$ cat config.mk
export PLATFORM = sky130hd
export DESIGN_NAME = button_click_event_detector_unit_flat
export DESIGN_NICKNAME = d
export VERILOG_FILES = /design/src/bced_pkg.sv /design/src/bced_in_if.sv /design/src/bced_out_if.sv /design/src/bced_events.sv /design/src/button_click_event_detector_unit.sv /design/src/flat_wrapper.sv
export SDC_FILE = /design/constraint.sdc
export NUM_CORES = 1
export LEC_CHECK = 0
export BUFFER_PORTS_ARGS = -buffer_cell sky130_fd_sc_hd__buf_2
export CAP_MARGIN = 20
export CORE_MARGIN = 2
export CORE_UTILIZATION = 69
export DETAILED_ROUTE_END_ITERATION = 16
export PLACE_DENSITY = 0.87
export SLEW_MARGIN = 10
export SYNTH_ARGS = -nofsm -noshare
export SYNTH_HDL_FRONTEND = slang
export SYNTH_SLANG_ARGS = --single-unit
$ cat constraint.sdc
create_clock -name clk -period 11.5 [get_ports clk]
set_input_delay 3.45 -clock clk [delete_from_list [all_inputs] [get_ports clk]]
set_output_delay 3.45 -clock clk [all_outputs]
set_load 0.02 [all_outputs]
$ cat src/bced_pkg.sv
// Shared types and constants for the button click event detector.
// No dependencies; every other file refers to it by scoped names.
package bced_pkg;

  localparam int CFG_INDEX_W = 2;
  localparam int CFG_DATA_W  = 16;
  localparam int TIME_W      = 32;
  localparam int WINDOW_W    = 16;
  localparam int PERIOD_W    = 8;
  localparam int PROD_W      = TIME_W + PERIOD_W;

  localparam logic [CFG_INDEX_W-1:0] REG_WINDOW      = 2'd0;
  localparam logic [CFG_INDEX_W-1:0] REG_IDLE_LEVEL  = 2'd1;
  localparam logic [CFG_INDEX_W-1:0] REG_SCAN_PERIOD = 2'd2;

  localparam logic [WINDOW_W-1:0] WINDOW_RESET     = 16'd250;
  localparam logic                IDLE_LEVEL_RESET = 1'b1;
  localparam logic [PERIOD_W-1:0] PERIOD_RESET     = 8'd10;

  typedef enum logic [2:0] {
    PH_IDLE    = 3'b001,
    PH_CONFIRM = 3'b010,
    PH_HELD    = 3'b100
  } phase_t;

  typedef struct packed {
    logic [WINDOW_W-1:0] window_ms;
    logic                idle_level;
    logic [PERIOD_W-1:0] period_ms;
  } cfg_t;

  typedef struct packed {
    phase_t            phase;
    logic [TIME_W-1:0] last_release_time;
    logic              click_pending;
    logic              last_was_double;
    logic [TIME_W-1:0] hold_ticks;
  } key_state_t;

  typedef struct packed {
    logic              click_event;
    logic              press_event;
    logic              release_event;
    logic              double_click_event;
    logic              hold_event;
    logic [TIME_W-1:0] duration_ms;
  } result_t;

endpackage

$ cat src/bced_in_if.sv
// Scan channel: one sampled key level and a millisecond timestamp per word.
// Depends on bced_pkg for the time width.
interface bced_in_if;
  logic                        valid;
  logic                        ready;
  logic                        key_level;
  logic [bced_pkg::TIME_W-1:0] now_ms;

  modport source (output valid, output key_level, output now_ms, input ready);
  modport sink   (input valid, input key_level, input now_ms, output ready);
endinterface

$ cat src/bced_out_if.sv
// Report channel: event flags and held duration, one word per scan tick.
// Depends on bced_pkg for the time width.
interface bced_out_if;
  logic                        valid;
  logic                        ready;
  logic                        click_event;
  logic                        press_event;
  logic                        release_event;
  logic                        double_click_event;
  logic                        hold_event;
  logic [bced_pkg::TIME_W-1:0] duration_ms;

  modport source (output valid, output click_event, output press_event,
                  output release_event, output double_click_event,
                  output hold_event, output duration_ms, input ready);
  modport sink   (input valid, input click_event, input press_event,
                  input release_event, input double_click_event,
                  input hold_event, input duration_ms, output ready);
endinterface

$ cat src/bced_events.sv
// Per-tick event logic: next key state and the report word for one sample.
// Depends on bced_pkg for the state, config and result types.
module bced_events (
  input  bced_pkg::cfg_t                cfg,
  input  bced_pkg::key_state_t          state,
  input  logic                          key_level,
  input  logic [bced_pkg::TIME_W-1:0]   now_ms,
  output bced_pkg::key_state_t          state_next,
  output bced_pkg::result_t             result
);

  logic                          active;
  logic [bced_pkg::TIME_W-1:0]   since;
  logic [bced_pkg::TIME_W-1:0]   window_ext;
  logic [bced_pkg::TIME_W-1:0]   ticks_inc;
  logic [bced_pkg::TIME_W-1:0]   ticks_mul;
  logic [bced_pkg::PROD_W-1:0]   product;
  logic [bced_pkg::TIME_W-1:0]   held_ms;

  assign active     = (key_level != cfg.idle_level);
  assign since      = now_ms - state.last_release_time;
  assign window_ext = {{(bced_pkg::TIME_W - bced_pkg::WINDOW_W){1'b0}}, cfg.window_ms};
  // saturate the hold counter instead of wrapping
  assign ticks_inc  = (&state.hold_ticks) ? state.hold_ticks
                                          : state.hold_ticks + 1'b1;
  // hold ticks report the advanced count, release reports the count as is
  assign ticks_mul  = active ? ticks_inc : state.hold_ticks;
  assign product    = {{bced_pkg::PERIOD_W{1'b0}}, ticks_mul} *
                      {{bced_pkg::TIME_W{1'b0}}, cfg.period_ms};
  assign held_ms    = (|product[bced_pkg::PROD_W-1:bced_pkg::TIME_W])
                      ? {bced_pkg::TIME_W{1'b1}} : product[bced_pkg::TIME_W-1:0];

  always_comb begin
    state_next = state;
    result     = '0;
    unique case (state.phase)
      bced_pkg::PH_CONFIRM: begin
        if (active) begin
          result.press_event = 1'b1;
          state_next.phase   = bced_pkg::PH_HELD;
        end else begin
          state_next.phase   = bced_pkg::PH_IDLE;
        end
      end
      bced_pkg::PH_HELD: begin
        result.duration_ms = held_ms;
        if (active) begin
          state_next.hold_ticks = ticks_inc;
          result.hold_event     = 1'b1;
        end else begin
          state_next.phase             = bced_pkg::PH_IDLE;
          state_next.last_release_time = now_ms;
          state_next.hold_ticks        = '0;
          result.release_event         = 1'b1;
          if ((since < window_ext) && !state.last_was_double) begin
            result.double_click_event  = 1'b1;
            state_next.click_pending   = 1'b0;
            state_next.last_was_double = 1'b1;
          end else begin
            state_next.click_pending   = 1'b1;
            state_next.last_was_double = 1'b0;
          end
        end
      end
      default: begin
        // idle, and any stray phase code: check the pending click first
        if ((since > window_ext) && state.click_pending) begin
          result.click_event       = 1'b1;
          state_next.click_pending = 1'b0;
        end
        state_next.phase = active ? bced_pkg::PH_CONFIRM : bced_pkg::PH_IDLE;
      end
    endcase
  end

endmodule

$ cat src/button_click_event_detector_unit.sv
// Top level of the button click event detector: config registers, input
// and output registers, key state. Depends on bced_pkg, bced_in_if,
// bced_out_if and bced_events.
//
//   channel  | dir | word contents                              | handshake
//   ---------+-----+--------------------------------------------+-----------
//   scan     | in  | key_level, now_ms                          | valid/ready
//   report   | out | click, press, release, double click, hold, | valid/ready
//            |     | duration_ms                                |
//   cfg      | in  | cfg_index, cfg_data                        | cfg_we only
//
// Flow: one word per clock while report.ready holds; a sample held in the input
// register moves into the report register once that slot is free or being taken
// (the event logic and its 32x8 duration multiply sit between the two registers).
// Reset: synchronous on rst; clears valids, resets key state and loads the
// config defaults (window 250 ms, idle level 1, scan period 10 ms).
// Stalls: while report is held, the input register keeps one more sample,
// after which scan.ready drops until the report word is taken.
module button_click_event_detector_unit (
  input  logic                              clk,
  input  logic                              rst,
  input  logic                              cfg_we,
  input  logic [bced_pkg::CFG_INDEX_W-1:0]  cfg_index,
  input  logic [bced_pkg::CFG_DATA_W-1:0]   cfg_data,
  bced_in_if.sink                           scan,
  bced_out_if.source                        report
);

  // configuration registers
  bced_pkg::cfg_t cfg;

  always_ff @(posedge clk) begin
    if (rst) begin
      cfg.window_ms  <= bced_pkg::WINDOW_RESET;
      cfg.idle_level <= bced_pkg::IDLE_LEVEL_RESET;
      cfg.period_ms  <= bced_pkg::PERIOD_RESET;
    end else if (cfg_we) begin
      unique case (cfg_index)
        bced_pkg::REG_WINDOW:      cfg.window_ms  <= cfg_data;
        bced_pkg::REG_IDLE_LEVEL:  cfg.idle_level <= cfg_data[0];
        bced_pkg::REG_SCAN_PERIOD: cfg.period_ms  <= cfg_data[bced_pkg::PERIOD_W-1:0];
        default: ; // drop writes to unknown indexes
      endcase
    end
  end

  // input register
  logic                        s1_valid;
  logic                        s1_level;
  logic [bced_pkg::TIME_W-1:0] s1_now;
  logic                        s1_advance;

  // advance the input register whenever the report slot is free or being taken
  assign s1_advance = !report.valid || report.ready;
  assign scan.ready = !s1_valid || s1_advance;

  always_ff @(posedge clk) begin
    if (rst) begin
      s1_valid <= 1'b0;
    end else if (scan.ready) begin
      s1_valid <= scan.valid;
    end
  end

  always_ff @(posedge clk) begin
    if (scan.valid && scan.ready) begin
      s1_level <= scan.key_level;
      s1_now   <= scan.now_ms;
    end
  end

  // key state and event logic
  bced_pkg::key_state_t state;
  bced_pkg::key_state_t state_next;
  bced_pkg::result_t    result;

  bced_events u_events (
    .cfg        (cfg),
    .state      (state),
    .key_level  (s1_level),
    .now_ms     (s1_now),
    .state_next (state_next),
    .result     (result)
  );

  // commit the state only when the word moves into the report register
  always_ff @(posedge clk) begin
    if (rst) begin
      state.phase             <= bced_pkg::PH_IDLE;
      state.last_release_time <= '0;
      state.click_pending     <= 1'b0;
      state.last_was_double   <= 1'b1;
      state.hold_ticks        <= '0;
    end else if (s1_valid && s1_advance) begin
      state <= state_next;
    end
  end

  // report register
  always_ff @(posedge clk) begin
    if (rst) begin
      report.valid <= 1'b0;
    end else if (s1_advance) begin
      report.valid <= s1_valid;
    end
  end

  always_ff @(posedge clk) begin
    if (s1_valid && s1_advance) begin
      report.click_event        <= result.click_event;
      report.press_event        <= result.press_event;
      report.release_event      <= result.release_event;
      report.double_click_event <= result.double_click_event;
      report.hold_event         <= result.hold_event;
      report.duration_ms        <= result.duration_ms;
    end
  end

  // checks
  a_ticks_zero_off_hold: assert property (@(posedge clk) disable iff (rst)
    (state.phase != bced_pkg::PH_HELD) |-> (state.hold_ticks == '0))
    else $error("hold counter nonzero outside held phase");

  a_pending_not_double: assert property (@(posedge clk) disable iff (rst)
    state.click_pending |-> !state.last_was_double)
    else $error("click pending while double-click eligibility is spent");

  a_stall_blocks_input: assert property (@(posedge clk) disable iff (rst)
    (s1_valid && report.valid && !report.ready) |-> !scan.ready)
    else $error("sample accepted with both registers full");

  a_press_alone: assert property (@(posedge clk) disable iff (rst)
    (report.valid && report.press_event) |->
      (!report.hold_event && !report.release_event && report.duration_ms == '0))
    else $error("press word carries hold, release or duration");

endmodule
$ cat src/flat_wrapper.sv
// flat-port wrapper written by rule: the top's interface ports become plain ports
module button_click_event_detector_unit_flat 
  (clk, rst, cfg_we, cfg_index, cfg_data, scan_valid, scan_key_level, scan_now_ms, scan_ready, report_valid, report_click_event, report_press_event, report_release_event, report_double_click_event, report_hold_event, report_duration_ms, report_ready);
  bced_in_if scan_i ();
  bced_out_if report_i ();
  input  logic clk;
  input  logic rst;
  input  logic cfg_we;
  input  logic [bced_pkg::CFG_INDEX_W-1:0] cfg_index;
  input  logic [bced_pkg::CFG_DATA_W-1:0] cfg_data;
  input wire logic [$bits(scan_i.valid)-1:0] scan_valid;
  input wire logic [$bits(scan_i.key_level)-1:0] scan_key_level;
  input wire logic [$bits(scan_i.now_ms)-1:0] scan_now_ms;
  output wire logic [$bits(scan_i.ready)-1:0] scan_ready;
  output wire logic [$bits(report_i.valid)-1:0] report_valid;
  output wire logic [$bits(report_i.click_event)-1:0] report_click_event;
  output wire logic [$bits(report_i.press_event)-1:0] report_press_event;
  output wire logic [$bits(report_i.release_event)-1:0] report_release_event;
  output wire logic [$bits(report_i.double_click_event)-1:0] report_double_click_event;
  output wire logic [$bits(report_i.hold_event)-1:0] report_hold_event;
  output wire logic [$bits(report_i.duration_ms)-1:0] report_duration_ms;
  input wire logic [$bits(report_i.ready)-1:0] report_ready;
  assign scan_i.valid = scan_valid;
  assign scan_i.key_level = scan_key_level;
  assign scan_i.now_ms = scan_now_ms;
  assign scan_ready = scan_i.ready;
  assign report_valid = report_i.valid;
  assign report_click_event = report_i.click_event;
  assign report_press_event = report_i.press_event;
  assign report_release_event = report_i.release_event;
  assign report_double_click_event = report_i.double_click_event;
  assign report_hold_event = report_i.hold_event;
  assign report_duration_ms = report_i.duration_ms;
  assign report_i.ready = report_ready;
  button_click_event_detector_unit u_core (.clk(clk), .rst(rst), .cfg_we(cfg_we), .cfg_index(cfg_index), .cfg_data(cfg_data), .scan(scan_i), .report(report_i));
endmodule
; Yosys cells after proc, flatten, opt, wreduce, memory -nomap -nowiden
; Cells that the tools add are included.
[word_totals]
regBits = 166
input_bits = 56
output_inout_bits = 39
wordCells = 69
[classes]
addsub = 2
mul = 1
order_cmp = 2
n_eq_ne = 6
n_mux = 15
n_bitwise = 3
reduce_logical = 22
[ops]
columns = operator, n
row1 = 32-bit two-way mux, 4
row2 = 32-bit by 8-bit multiplier with 40-bit output, 1
row3 = 37-bit two-way mux, 1
row4 = 32-bit by 1-bit adder with 32-bit output (second input constant), 1
row5 = 32-bit by 16-bit greater-than comparator with 1-bit output, 1
row6 = 32-bit by 16-bit less-than comparator with 1-bit output, 1
row7 = 32-bit AND reduction, 1
row8 = 32-bit subtractor, 1
row9 = 2-bit AND reduction, 5
row10 = 8-bit OR reduction, 1
row11 = 2-bit two-way mux, 3
row12 = 3-bit case mux with 2 select lines, 1
row13 = 1-bit logical AND, 4
row14 = 1-bit two-way mux, 4
row15 = 4-bit AND reduction, 1
row16 = 2-bit OR reduction, 2
row17 = 3-bit by 2-bit equality test with 1-bit output (second input constant), 1
row18 = 3-bit equality test (second input constant), 1
row19 = 1-bit zero test, 3
row20 = 3-bit two-way mux, 1
row21 = 1-bit inverter, 3
row22 = 3-bit AND reduction, 1
row23 = 2-bit by 1-bit equality test with 1-bit output (second input constant), 1
row24 = 2-bit equality test (second input constant), 1
row25 = 6 further kinds, 7

; Depth between registers and ports, before layout
[logic_depth]
word_depth = 6
ltp_mapped = 32
ltp_nobuf = 29

; Cells and area by module
; Synthesis repeated with hierarchy kept, for this count alone.
[unflattened]
cells_unflattened = 2184
hier_area_um2 = 18853.1
[modules_own_cells]
columns = mod, n_inst, cells_each, area_each_um2, seq_area_each_um2
row1 = bced_events, 1, 1694, 12669.7, 0.0
row2 = button_click_event_detector_unit, 1, 490, 6183.4, 4023.9

; Worst setup path before layout
; No wires, ideal clock.
[synth_path]
path_type = reg-to-reg
startpoint = register, netlist name u_core.state[0]
endpoint = register u_core.report.duration_ms[12] (data pin)
setup_ps = 280
arrival_ps = 7347
required_ps = 11220
path_slack_ps = 3873
path_stages_with_launch = 31
path_buffers = 3
synth_period_minus_slack_ps = 7627
path_cell_list = dfxtp_1 > ha_1 > and2_1 > and4_1 > clkbuf_1 > a31oi_2 > and4_1 > buf_2 > and3_1 > and3_1 > nand2_1 > xor2_1 > nor2b_1 > fa_1 > fa_1 > fa_1 > inv_1 > fa_1 > inv_1 > ha_1 > a21oi_1 > o21ai_1 > a221o_1 > a221oi_1 > nand2_1 > a311oi_2 > mux2i_1 > nor4_1 > o2111a_2 > buf_6 > a21oi_2
[synth_between]
elab_chain_cells = 6
elab_cells_between_ends = 7
classes_between = add/sub: 1 / mul: 1 / mux: 3 / reduce/logical: 2
[synth_lines]
columns = item, line
row1 = 32-bit by 1-bit adder with 32-bit output or 32-bit AND reduction (tied branches), "bced_events.sv:25, bced_events.sv:24"
row2 = 32-bit two-way mux, bced_events.sv:24  ; assign ticks_inc = (&state.hold_ticks) ? state.hold_ticks
row3 = 32-bit two-way mux (*), bced_events.sv:27  ; assign ticks_mul = active ? ticks_inc : state.hold_ticks;
row4 = 32-bit by 8-bit multiplier with 40-bit output (*), bced_events.sv:28  ; assign product = {{bced_pkg::PERIOD_W{1'b0}}, ticks_mul} *
row5 = 8-bit OR reduction, bced_events.sv:30  ; assign held_ms = (|product[bced_pkg::PROD_W-1:bced_pkg::TIME_W])
row6 = 32-bit two-way mux (*), bced_events.sv:31  ; ? {bced_pkg::TIME_W{1'b1}} : product[bced_pkg::TIME_W-1:0];
row7 = end: declaration, bced_out_if.sv:15  ; output hold_event, output duration_ms, input ready);
; Mark *: on every way between the ends. The rest lies on a longest branch, timed or not.
; A chain may end at the register's enable or synchronous reset.

; Worst setup path after layout
[layout_path]
startpoint = register, netlist name u_core.state[0]
endpoint = register u_core.report.duration_ms[4] (data pin)
[layout_between]
elab_chain_cells = 6
elab_cells_between_ends = 7
classes_between = add/sub: 1 / mul: 1 / mux: 3 / reduce/logical: 2
[layout_lines]
columns = item, line
row1 = 32-bit by 1-bit adder with 32-bit output or 32-bit AND reduction (tied branches), "bced_events.sv:25, bced_events.sv:24"
row2 = 32-bit two-way mux, bced_events.sv:24
row3 = 32-bit two-way mux (*), bced_events.sv:27
row4 = 32-bit by 8-bit multiplier with 40-bit output (*), bced_events.sv:28
row5 = 8-bit OR reduction, bced_events.sv:30
row6 = 32-bit two-way mux (*), bced_events.sv:31
; Marks and branches as above.

==> flow_summary.html <==
<table>
<tr><th>Metric</th><th>Value</th></tr>
<tr><th colspan="2">Route</th></tr>
<tr><td>Wire length per cell</td><td>17.3 um</td></tr>
<tr><td>Topmost layer with routed signal wires</td><td>met4</td></tr>
<tr><td>Wire length after detailed routing</td><td>41,600 um</td></tr>
<tr><td>Count of antenna-violating nets left after detailed routing</td><td>0</td></tr>
<tr><td>Routed wire length on met3</td><td>2760 um</td></tr>
<tr><td>Total via count after detailed routing</td><td>14,500</td></tr>
<tr><td>Length of routed wiring on met1</td><td>16,900 um</td></tr>
<tr><td>Violation count after the first detailed-routing iteration</td><td>1,179</td></tr>
<tr><td>Detail Route met2 WL</td><td>20,500 um</td></tr>
<tr><td>Vias per inst</td><td>6.03</td></tr>
<tr><td>Iteration count of the initial detailed-routing pass</td><td>6</td></tr>
<tr><td>DRC violation count after routing</td><td>0</td></tr>
<tr><th colspan="2">Floorplanning</th></tr>
<tr><td>Effective utilization at floorplan</td><td>69.9%</td></tr>
<tr><td>Die width</td><td>163 um</td></tr>
<tr><td>Die boundary height</td><td>163 um</td></tr>
<tr><td>Overall die area</td><td>0.0267 mm^2</td></tr>
<tr><td>Core area</td><td>0.0250 mm^2</td></tr>
<tr><td>Number of I/O pins</td><td>95</td></tr>
<tr><td>Number of placement rows</td><td>58</td></tr>
<tr><th colspan="2">Timing</th></tr>
<tr><td>Period minus WS final</td><td>8.91 ns</td></tr>
<tr><td>Portion of the clock cycle consumed by the worst path in the final layout</td><td>77.5%</td></tr>
<tr><td>Setup violations, final</td><td>0</td></tr>
<tr><td>Unrepaired setup endpoints after global routing</td><td>false</td></tr>
<tr><td>Max-slew violation count</td><td>0</td></tr>
<tr><td>Hold Slack</td><td>0.456 ns</td></tr>
<tr><td>Maximum clock skew at final layout</td><td>0.0107 ns</td></tr>
<tr><td>Fin worst setup slack</td><td>2.59 ns</td></tr>
<tr><td>Slew at the pin with the worst max-slew slack</td><td>1.22 ns</td></tr>
<tr><td>Final count of hold timing violations</td><td>0</td></tr>
<tr><td>Fmax achieved</td><td>112 MHz</td></tr>
<tr><td>Slew headroom</td><td>18.8%</td></tr>
<tr><td>Setup Total Neg Slack</td><td>0 ns</td></tr>
<tr><th colspan="2">Clock tree</th></tr>
<tr><td>Gates resized, CTS repair</td><td>0</td></tr>
<tr><td>CTS H-Tree Depth</td><td>4</td></tr>
<tr><td>Sink Count</td><td>166</td></tr>
<tr><td>Clock network latency to the later pin of the worst-skew pair</td><td>0.44 ns</td></tr>
<tr><td>Cts-stage hold buffer count</td><td>0</td></tr>
<tr><td>Number of buffers on the longest clock path</td><td>2</td></tr>
<tr><td>Buffer cell driving the clock tree root</td><td>clkbuf_16</td></tr>
<tr><td>Number of buffers inserted to repair setup after CTS</td><td>0</td></tr>
<tr><td>Clock tree from TritonCTS</td><td>done</td></tr>
<tr><td>Clock slew at the register clock pins of the worst setup and hold paths</td><td>0.08 ns</td></tr>
<tr><td>Num CTS Buffers</td><td>17</td></tr>
<tr><th colspan="2">Setup path</th></tr>
<tr><td>Most frequent cell on the critical path</td><td>fa_1</td></tr>
<tr><td>Flop2flop setup slack</td><td>2.59 ns</td></tr>
<tr><td>RR Startpoint</td><td>u_core.state[0]$_SDFFE_PP0P_</td></tr>
<tr><td>Library cell contributing the largest single delay on the critical path</td><td>o2111a_2</td></tr>
<tr><td>Setup Crit Path Kind</td><td>flop to flop</td></tr>
<tr><td>Required time of the critical path</td><td>11.67 ns</td></tr>
<tr><td>Crit end category</td><td>flop</td></tr>
<tr><td>Worst R2R Path Depth</td><td>26</td></tr>
<tr><td>Highest fanout seen on the critical path</td><td>32</td></tr>
<tr><td>Worst reg2reg path endpoint</td><td>u_core.report.duration_ms[4]$_SDFFCE_PN0P_</td></tr>
<tr><td>Worst Setup Start Kind</td><td>flop</td></tr>
<tr><td>Critical path's top delay family</td><td>adder cells</td></tr>
<tr><td>Arrival time at the worst endpoint</td><td>9.08 ns</td></tr>
<tr><td>Slowest stage delay, CP</td><td>0.76 ns</td></tr>
<tr><td>Worst path bufs/invs</td><td>2</td></tr>
<tr><th colspan="2">Min path</th></tr>
<tr><td>Hold path startpoint</td><td>u_core.state[52]$_SDFFE_PP0P_</td></tr>
<tr><td>WHS Path Cells</td><td>2</td></tr>
<tr><td>Worst min path class</td><td>flop to flop</td></tr>
<tr><td>Hold Crit Endpoint</td><td>u_core.state[52]$_SDFFE_PP0P_</td></tr>
<tr><th colspan="2">Yosys</th></tr>
<tr><td>Synth cell types</td><td>81</td></tr>
<tr><td>Summed instance area of the synthesized netlist</td><td>0.0175 mm^2</td></tr>
<tr><td>Register bit count reported by yosys</td><td>166</td></tr>
<tr><td>Async set-or-reset flop fraction in the synthesized netlist</td><td>0%</td></tr>
<tr><td>Number of synthesized flops with an enable pin</td><td>70</td></tr>
<tr><td>Post-synthesis net count</td><td>2,372</td></tr>
<tr><td>Avg Synthesized Cell Area</td><td>8.64 um^2</td></tr>
<tr><td>Warning count from the yosys run</td><td>0</td></tr>
<tr><td>Largest cells by area after synthesis</td><td>fa_1 21%, edfxtp_1 12%, dfxtp_1 11%</td></tr>
<tr><td>Number of cells produced by synthesis</td><td>2,027</td></tr>
<tr><td>Sequential fraction of the synthesis area</td><td>23.0%</td></tr>
<tr><td>Primary FF master, synth</td><td>dfxtp_1</td></tr>
<tr><td>Share of the synthesized area in the top cell type</td><td>20.7%</td></tr>
<tr><td>Library cell occupying the most area in the post-synthesis netlist</td><td>fa_1</td></tr>
<tr><th colspan="2">Placed design</th></tr>
<tr><td>Setup slack after placement</td><td>2.75 ns</td></tr>
<tr><td>Estimated wirelength of the detail-placed design</td><td>30,300 um</td></tr>
<tr><td>Port bufs</td><td>94</td></tr>
<tr><td>Final GP Congestion</td><td>0.943</td></tr>
<tr><th colspan="2">Status</th></tr>
<tr><td>Result of the run</td><td>complete, no violations</td></tr>
<tr><th colspan="2">Global route</th></tr>
<tr><td>Number of global-route vias before repair</td><td>14,600</td></tr>
<tr><td>Wire length of the first global-routing pass</td><td>68,300 um</td></tr>
<tr><td>Number of antenna violations at the first check in global routing</td><td>0</td></tr>
<tr><td>Global-route usage over all layers</td><td>31.8%</td></tr>
<tr><td>Overall overflow remaining after global route</td><td>0</td></tr>
<tr><td>Largest net degree at the start of global routing</td><td>96</td></tr>
<tr><th colspan="2">Power and ir drop</th></tr>
<tr><td>Share of total power in the clock network</td><td>43.5%</td></tr>
<tr><td>Internal power of the cells</td><td>0.00103 W</td></tr>
<tr><td>Proportion of total power due to net switching</td><td>28.1%</td></tr>
<tr><td>Part of the total power dissipated in combinational logic</td><td>11.7%</td></tr>
<tr><td>Leakage power of the design</td><td>7.95 nW</td></tr>
<tr><td>Largest vdd supply drop</td><td>0.0849 mV</td></tr>
<tr><td>Sequential share of power</td><td>44.8%</td></tr>
<tr><td>Cell area power density</td><td>76.1 mW/mm^2</td></tr>
<tr><td>Net load switching power</td><td>0.000402 W</td></tr>
<tr><th colspan="2">Cells and area</th></tr>
<tr><td>Sequential cell area</td><td>0.00402 mm^2</td></tr>
<tr><td>Layout overhead on the synthesized area</td><td>7.44%</td></tr>
<tr><td>Filler cell count</td><td>1,746</td></tr>
<tr><td>Net count, final</td><td>2,413</td></tr>
<tr><td>Area of the multi-input gates</td><td>0.0122 mm^2</td></tr>
<tr><td>Number of antenna cells inserted</td><td>0</td></tr>
<tr><td>Share of cells above drive strength 1</td><td>9.08%</td></tr>
<tr><th colspan="2">Run</th></tr>
<tr><td>Max capacitance violation total</td><td>0</td></tr>
</table>
==> Yosys cell counts, types with 5 or more instances <==
cell and count:
or2_2 6, a311oi_1 6, nand2b_1 21, ha_1 108
edfxtp_1 70, a21oi_1 174, a21boi_0 5, a211oi_1 11
a211o_1 12, nand2_1 219, dfxtp_1 96, nor2b_1 192
nor2_1 106, a22oi_1 7, and4_1 8, nand3_1 33
o21ai_1 6, inv_1 249, and2_1 43, o21bai_1 8
a31oi_1 11, a21oi_2 22, nand3b_1 5, nor4_1 7
nand4_1 21, a21o_1 24, xnor2_1 41, and3_1 17
o21ai_0 65, or3_1 10, nor3b_1 5, xor2_1 39
fa_1 181, mux2i_1 13, o21a_1 7, o31ai_1 8
nor3_1 28, buf_2 17, clkbuf_1 65
==> layout by cell type (no fill, tap or decap), drive strengths merged, types with 4 or more instances in the layout <==
| cell | Yosys | routed |
|---|---|---|
| inv | 249 | 256 |
| nand2 | 219 | 219 |
| a21oi | 196 | 196 |
| nor2b | 192 | 192 |
| fa | 181 | 181 |
| buf | 23 | 110 |
| ha | 108 | 108 |
| nor2 | 106 | 106 |
| dfxtp | 96 | 96 |
| o21ai | 71 | 71 |
| edfxtp | 70 | 70 |
| and2 | 43 | 43 |
| xnor2 | 42 | 42 |
| xor2 | 39 | 39 |
| nand3 | 33 | 33 |
| nor3 | 28 | 28 |
| a21o | 24 | 24 |
| nand4 | 22 | 22 |
| nand2b | 21 | 21 |
| and3 | 18 | 18 |
| clkbuf | 65 | 17 |
| mux2i | 13 | 13 |
| a211o | 12 | 12 |
| a31oi | 12 | 12 |
| a211oi | 12 | 12 |
| or3 | 10 | 10 |
| and4 | 9 | 9 |
| nor4 | 9 | 9 |
| o31ai | 8 | 8 |
| o21bai | 8 | 8 |
| o21a | 7 | 7 |
| a22oi | 7 | 7 |
| a311oi | 7 | 7 |
| clkinv | 1 | 7 |
| or2 | 6 | 6 |
| a21boi | 6 | 6 |
| nand3b | 5 | 5 |
| nor3b | 5 | 5 |
| or4 | 4 | 4 |
==> area by class of cell <==
| class | count | area share [%] |
|---|---|---|
| clock buffer | 17 | 2.26 |
| sequential | 166 | 21.4 |
| inverter | 250 | 4.99 |
| tap | 330 | 2.20 |
| timing repair buffer | 110 | 3.31 |
| clock inverter | 15 | 1.11 |
| multi-input combinational | 1523 | 64.7 |
==> metrics by stage <==
stage                     power, W  util (%)  instance area (um^2)  instances
after detailed placement  0.000818      72.4                 18100       2376
after global placement    0.000814      72.4                 18100       2376
final                      0.00143      75.1                 18800       2411
after global routing       0.00148      75.1                 18800       2411
after floorplan           0.000769         -                 17500       2027
after CTS                  0.00143      74.9                 18800       2408
==> worst min-delay path, cell delays in order (launching register included) <==
cell     delay, ns
dfxtp_1       0.31
nand2_1       0.05
a21oi_1       0.05
==> flip-flops by register name (all words and copies together) (netlist names) <==
register / count
u_core.report.double_click_event: 1
u_core.report.valid: 1
u_core.report.release_event: 1
u_core.report.duration_ms: 32
u_core.s1_level: 1
u_core.s1_now: 32
u_core.state: 69
u_core.s1_valid: 1
u_core.report.hold_event: 1
u_core.report.click_event: 1
u_core.report.press_event: 1
u_core.cfg: 25
==> power by group through the flow <==
stage	Sequential, W	Clock [W]	Combinational (W)
3_5_place_dp	0.000658	0	0.000161
6_report	0.000642	0.000623	0.000167
4_1_cts	0.000644	0.000625	0.000162
2_1_floorplan	0.000659	0	0.000110
5_1_grt	0.000644	0.000650	0.000184
3_3_place_gp	0.000657	0	0.000157
==> worst max-delay path by stage <==
stage	cells after the start	slack, ns	end	from
CTS	27	2.68	u_core.report.duration_ms[4]$_SDFFCE_PN0P_	u_core.state[0]$_SDFFE_PP0P_
floorplan	30	3.87	u_core.report.duration_ms[12]$_SDFFCE_PN0P_	u_core.state[0]$_SDFFE_PP0P_
detailed placement	27	2.75	u_core.report.duration_ms[4]$_SDFFCE_PN0P_	u_core.state[0]$_SDFFE_PP0P_
global route	28	2.07	u_core.report.duration_ms[4]$_SDFFCE_PN0P_	u_core.state[0]$_SDFFE_PP0P_
global placement	27	3.07	u_core.report.duration_ms[2]$_SDFFCE_PN0P_	u_core.state[0]$_SDFFE_PP0P_
finish	26	2.59	u_core.report.duration_ms[4]$_SDFFCE_PN0P_	u_core.state[0]$_SDFFE_PP0P_
==> kinds of logic after synthesis <==
family | Yosys count | share of synthesized area, %
buffers and inverters | 338 | 7.54
multiplexers | 13 | 0.743
XOR/XNOR | 81 | 4.09
adder cells (fa/ha/maj) | 289 | 28.4
flip-flops | 166 | 23.0
AO/OA/AOI/OAI | 404 | 14.5
AND/OR/NAND/NOR | 736 | 21.7
==> layer usage <==
metal	GRT usage, %	vias to the layer above
met5	0	-
li1	-	6791
met1	39.4	7042
met2	54.9	582
met4	12.3	0
met3	6.25	117
(Power assumes the default switching activity.)
